### src/design/gmd_pkg.sv
// Shared types and constants for the grid metric differencer.
`default_nettype none

package gmd_pkg;

  localparam int COORD_W = 32;
  localparam int DERIV_W = 33;
  localparam int DIM_W   = 7;
  localparam int IDX_W   = 6;

  localparam logic [DIM_W-1:0] DIM_RESET = 7'd64;
  localparam logic [DIM_W-1:0] DIM_MIN   = 7'd3;

  localparam logic CFG_IDX_ROWS = 1'b0;
  localparam logic CFG_IDX_COLS = 1'b1;

  localparam logic REQ_STORE = 1'b0;
  localparam logic REQ_QUERY = 1'b1;

  typedef enum logic [1:0] {
    STAT_STORED = 2'd0,
    STAT_VALID  = 2'd1,
    STAT_CORNER = 2'd2,
    STAT_RANGE  = 2'd3
  } status_t;

  typedef enum logic [2:0] {
    ST_IDLE,
    ST_DECODE,
    ST_RD1,
    ST_RD2,
    ST_RD3,
    ST_RD4,
    ST_EMIT
  } state_t;

  typedef enum logic [2:0] {
    ADDR_POINT,
    ADDR_KSI_HI,
    ADDR_KSI_LO,
    ADDR_ETA_HI,
    ADDR_ETA_LO
  } addr_sel_t;

  typedef struct packed {
    logic      latch;
    logic      mem_we;
    addr_sel_t addr_sel;
    logic      cap_hi;
    logic      calc_ksi;
    logic      calc_eta;
    logic      emit;
  } ctl_cmd_t;

  typedef struct packed {
    logic range_err;
    logic store_req;
    logic corner;
  } dp_status_t;

endpackage

`default_nettype wire

### src/design/gmd_controller.sv
// Sequencer for store and query beats of the grid metric differencer.
`default_nettype none

module gmd_controller (
  input  wire                  clk,
  input  wire                  rst_n,
  input  wire                  start,
  input  gmd_pkg::dp_status_t  dp_status,
  output logic                 busy,
  output gmd_pkg::ctl_cmd_t    cmd
);

  gmd_pkg::state_t state_r, state_nxt;

  always_ff @(posedge clk) begin
    if (!rst_n) begin
      state_r <= gmd_pkg::ST_IDLE;
    end else begin
      state_r <= state_nxt;
    end
  end

  always_comb begin
    state_nxt    = state_r;
    cmd          = '0;
    cmd.addr_sel = gmd_pkg::ADDR_POINT;
    busy         = (state_r != gmd_pkg::ST_IDLE);
    case (state_r)
      gmd_pkg::ST_IDLE: begin
        if (start) begin
          cmd.latch = 1'b1;
          state_nxt = gmd_pkg::ST_DECODE;
        end
      end
      gmd_pkg::ST_DECODE: begin
        if (dp_status.range_err || dp_status.corner && !dp_status.store_req) begin
          state_nxt = gmd_pkg::ST_EMIT;
        end else if (dp_status.store_req) begin
          cmd.mem_we = 1'b1;
          state_nxt  = gmd_pkg::ST_EMIT;
        end else begin
          // first neighbour read issued straight away
          cmd.addr_sel = gmd_pkg::ADDR_KSI_HI;
          state_nxt    = gmd_pkg::ST_RD1;
        end
      end
      gmd_pkg::ST_RD1: begin
        cmd.addr_sel = gmd_pkg::ADDR_KSI_LO;
        cmd.cap_hi   = 1'b1;
        state_nxt    = gmd_pkg::ST_RD2;
      end
      gmd_pkg::ST_RD2: begin
        cmd.addr_sel = gmd_pkg::ADDR_ETA_HI;
        cmd.calc_ksi = 1'b1;
        state_nxt    = gmd_pkg::ST_RD3;
      end
      gmd_pkg::ST_RD3: begin
        cmd.addr_sel = gmd_pkg::ADDR_ETA_LO;
        cmd.cap_hi   = 1'b1;
        state_nxt    = gmd_pkg::ST_RD4;
      end
      gmd_pkg::ST_RD4: begin
        cmd.calc_eta = 1'b1;
        state_nxt    = gmd_pkg::ST_EMIT;
      end
      gmd_pkg::ST_EMIT: begin
        cmd.emit  = 1'b1;
        state_nxt = gmd_pkg::ST_IDLE;
      end
      default: begin
        state_nxt = gmd_pkg::ST_IDLE;
      end
    endcase
  end

endmodule

`default_nettype wire

### config.mk
export PLATFORM = sky130hd
export DESIGN_NAME = gmd_controller
export DESIGN_NICKNAME = d
export VERILOG_FILES = /design/src/design/gmd_pkg.sv /design/src/design/gmd_controller.sv
export SDC_FILE = /design/constraint.sdc
export NUM_CORES = 1
export LEC_CHECK = 0
export ABC_AREA = 1
export BUFFER_PORTS_ARGS = -buffer_cell sky130_fd_sc_hd__buf_2
export CORE_AREA = 2 2 39 41
export DETAILED_ROUTE_END_ITERATION = 10
export DIE_AREA = 0 0 41 43
export GPL_TIMING_DRIVEN = 0
export PLACE_DENSITY = 0.45
export SLEW_MARGIN = 20
export SYNTH_ARGS = -nofsm -noshare
export SYNTH_HDL_FRONTEND = slang
export SYNTH_SLANG_ARGS = --single-unit
### constraint.sdc
create_clock -name clk -period 2.8 [get_ports clk]
set_input_delay 0.56 -clock clk [delete_from_list [all_inputs] [get_ports clk]]
set_output_delay 0.56 -clock clk [all_outputs]
set_load 0.02 [all_outputs]
==> impl_metrics.json <==
{
  "yosysUniqueCellTypes": 12,
  "synth_top_area_share_pct": 30.2,
  "final_max_slew_viol_count": 0,
  "grt_pass1_vias": 215,
  "drv_cap": 0,
  "critPathKind": "flip-flop to output pin",
  "port_buffers": 15,
  "crit_path_max_fanout": 9,
  "seq_area_frac_synth_pct": 30.2,
  "status": "completed",
  "clk_pin_slew_ns": 0.04,
  "die_area_um2": 1760,
  "rsz0062_at_grt": "false",
  "die_w_um": 41,
  "h-tree-depth": 1,
  "fmax_mhz": 561,
  "area_delta_synth_final_pct": 61.0,
  "regMostFlops": "state_r",
  "worst_pin_slew_ns": 0.223,
  "synth_cells": 35,
  "coreArea_um2": 1380,
  "min_period_over_period_pct": 63.7,
  "num_antenna_cells": 0,
  "grt_remaining_overflow": 0,
  "p_total_uw": 228,
  "rrSetupSlack_ns": 1.84,
  "post_cts_buffers": 0,
  "rows": 14,
  "max_stage_delay_ns": 0.41,
  "yosysWarningCount": 0,
  "postCtsHoldBufs": 0,
  "first_pass_iters": 4,
  "largest_register_ffs": 3,
  "setup_viol": 0,
  "ys_ff_latch": 3,
  "min_from": "state_r[0]",
  "clockBufferDepth": 2,
  "track_usage_pct": 8.23,
  "place_congestion": 0.668,
  "cp-end-kind": "output pin",
  "drt-initial-drc-count": 3,
  "worstReg2RegStart": "state_r[2]",
  "setup_tns_ns": 0,
  "cts_resized": 0,
  "hold_viol_final": 0,
  "grt_max_degree": 10,
  "yosys.area.top_type": "dfxtp_1",
  "critPathLaunchType": "flip-flop",
  "clock_sinks": 3,
  "clock_skew_ns": 0.00151,
  "r2r-end": "state_r[0]",
  "hold_path.class": "flip-flop to flip-flop",
  "syn_area_um2": 199,
  "avgViaCountPerCell": 4.14,
  "cp.arrival_ns": 1.22,
  "drive_gt1_share_pct": 38.9,
  "worst_hold_slack_ns": 0.562,
  "leakagePower_nw": 0.182,
  "dpl.hpwl_um": 442,
  "finalCriticalPeriod_ns": 1.78,
  "antenna_found_initial": 0,
  "design_area_um2": 320,
  "ctsRootBufferMaster": "clkbuf_4",
  "rr_worst_depth": 3,
  "relSlewSlack_pct": 85.0,
  "final_nets": 61,
  "required_ns": 2.24,
  "wl_per_cell_um": 8.24,
  "p_per_area_nw_per_um2": 711,
  "grt_pass1_wl_um": 848,
  "cts_tree": "built",
  "dpl_cell_area_um2": 294,
  "ioPinCount": 16,
  "die-height_um": 43,
  "avgSynthCellArea_um2": 5.68,
  "cts_buffers": 3,
  "crit_slowest_cell": "dfxtp_1",
  "hold_depth": 2,
  "syn_nets": 41,
  "reg.largest.list": "state_r (3)",
  "ir_drop_mv": 0.192,
  "path_cells": "inv_2, o21ai_0, a21oi_1, buf_2",
  "ant_nets": 0,
  "holdPathEnd": "state_r[1]",
  "drc": 0,
  "insertion_delay_ns": 0.23,
  "initial_core_util_pct": 14.4,
  "fillers": 170,
  "totalWireLength_um": 577,
  "yosys-top-cells-area": "dfxtp_1 (30%), nor2_1 (15%), nand2_1 (11%)",
  "vias": 290
}
==> Yosys cell counts (all sizes together) <==
cell type	instances
o22ai	1
nand3	2
nand4	1
nor3	3
dfxtp	3
nand2	6
o21ai	1
nor2	9
a21oi	3
inv	6
==> logic make-up after synthesis <==
group           after synthesis  synth area share [%]
compound gates                5                  13.2
buf+inv                       6                  11.3
flops                         3                  30.2
simple gates                 21                  45.3
==> placed cells by master (no fill, tap or decap), types with 2 or more instances in the layout <==
cell type,count
a21oi_1,3
buf_2,15
clkbuf_4,3
dfxtp_1,3
inv_1,4
inv_2,2
nand2_1,6
nand3_1,2
nor2_1,8
nor3_1,3
==> final cells by class <==
class                           instances  area (um2)  area share [%]
Timing Repair Buffer                   15        75.1            23.4
Inverter                                6        22.5            7.03
Clock buffer                            4        26.3            8.20
Multi-Input combinational cell         26         116            36.3
Tap cell                               16        20.0            6.25
Sequential cell                         3        60.1            18.8
==> critical path: cells and delay by family, from the launching register on <==
family                 cells  cell delay, ns
AO/OA/AOI/OAI              2            0.30
flip-flops                 1            0.41
buffers and inverters      2            0.27
==> per-stage QoR <==
stage / utilization (%) / cells / setup WS (ns)
floorplan: - / 35 / 1.14
global placement: 21.2 / 66 / 1.11
detailed placement: 21.2 / 66 / 1.11
CTS: 23.1 / 70 / 1.00
global route: 23.1 / 70 / 0.893
finish: 23.1 / 70 / 1.02
==> report_power, final <==
part | switching (mW) | internal, mW | leakage [nW]
Clock | 0.0224 | 0.0534 | 0.0150
Sequential | 0.00988 | 0.0502 | 0.0248
Combinational | 0.0615 | 0.0302 | 0.142
==> per-layer routing <==
| layer | track usage [%] | share of wire, % |
|---|---|---|
| met3 | 4.71 | 12 |
| met5 | 0 | 0 |
| met4 | 12.0 | 1.0 |
| met1 | 8.04 | 43 |
| met2 | 9.38 | 44 |
==> worst max-delay path by stage <==
| stage | to | from |
|---|---|---|
| after floorplan | cmd[7] | dp_status[1] |
| after global placement | cmd[4] | dp_status[0] |
| after detailed placement | cmd[4] | dp_status[0] |
| after CTS | cmd[3] | state_r[2] |
| after global routing | cmd[3] | state_r[2] |
| final | cmd[3] | state_r[2] |
(Power assumes the default switching activity.)
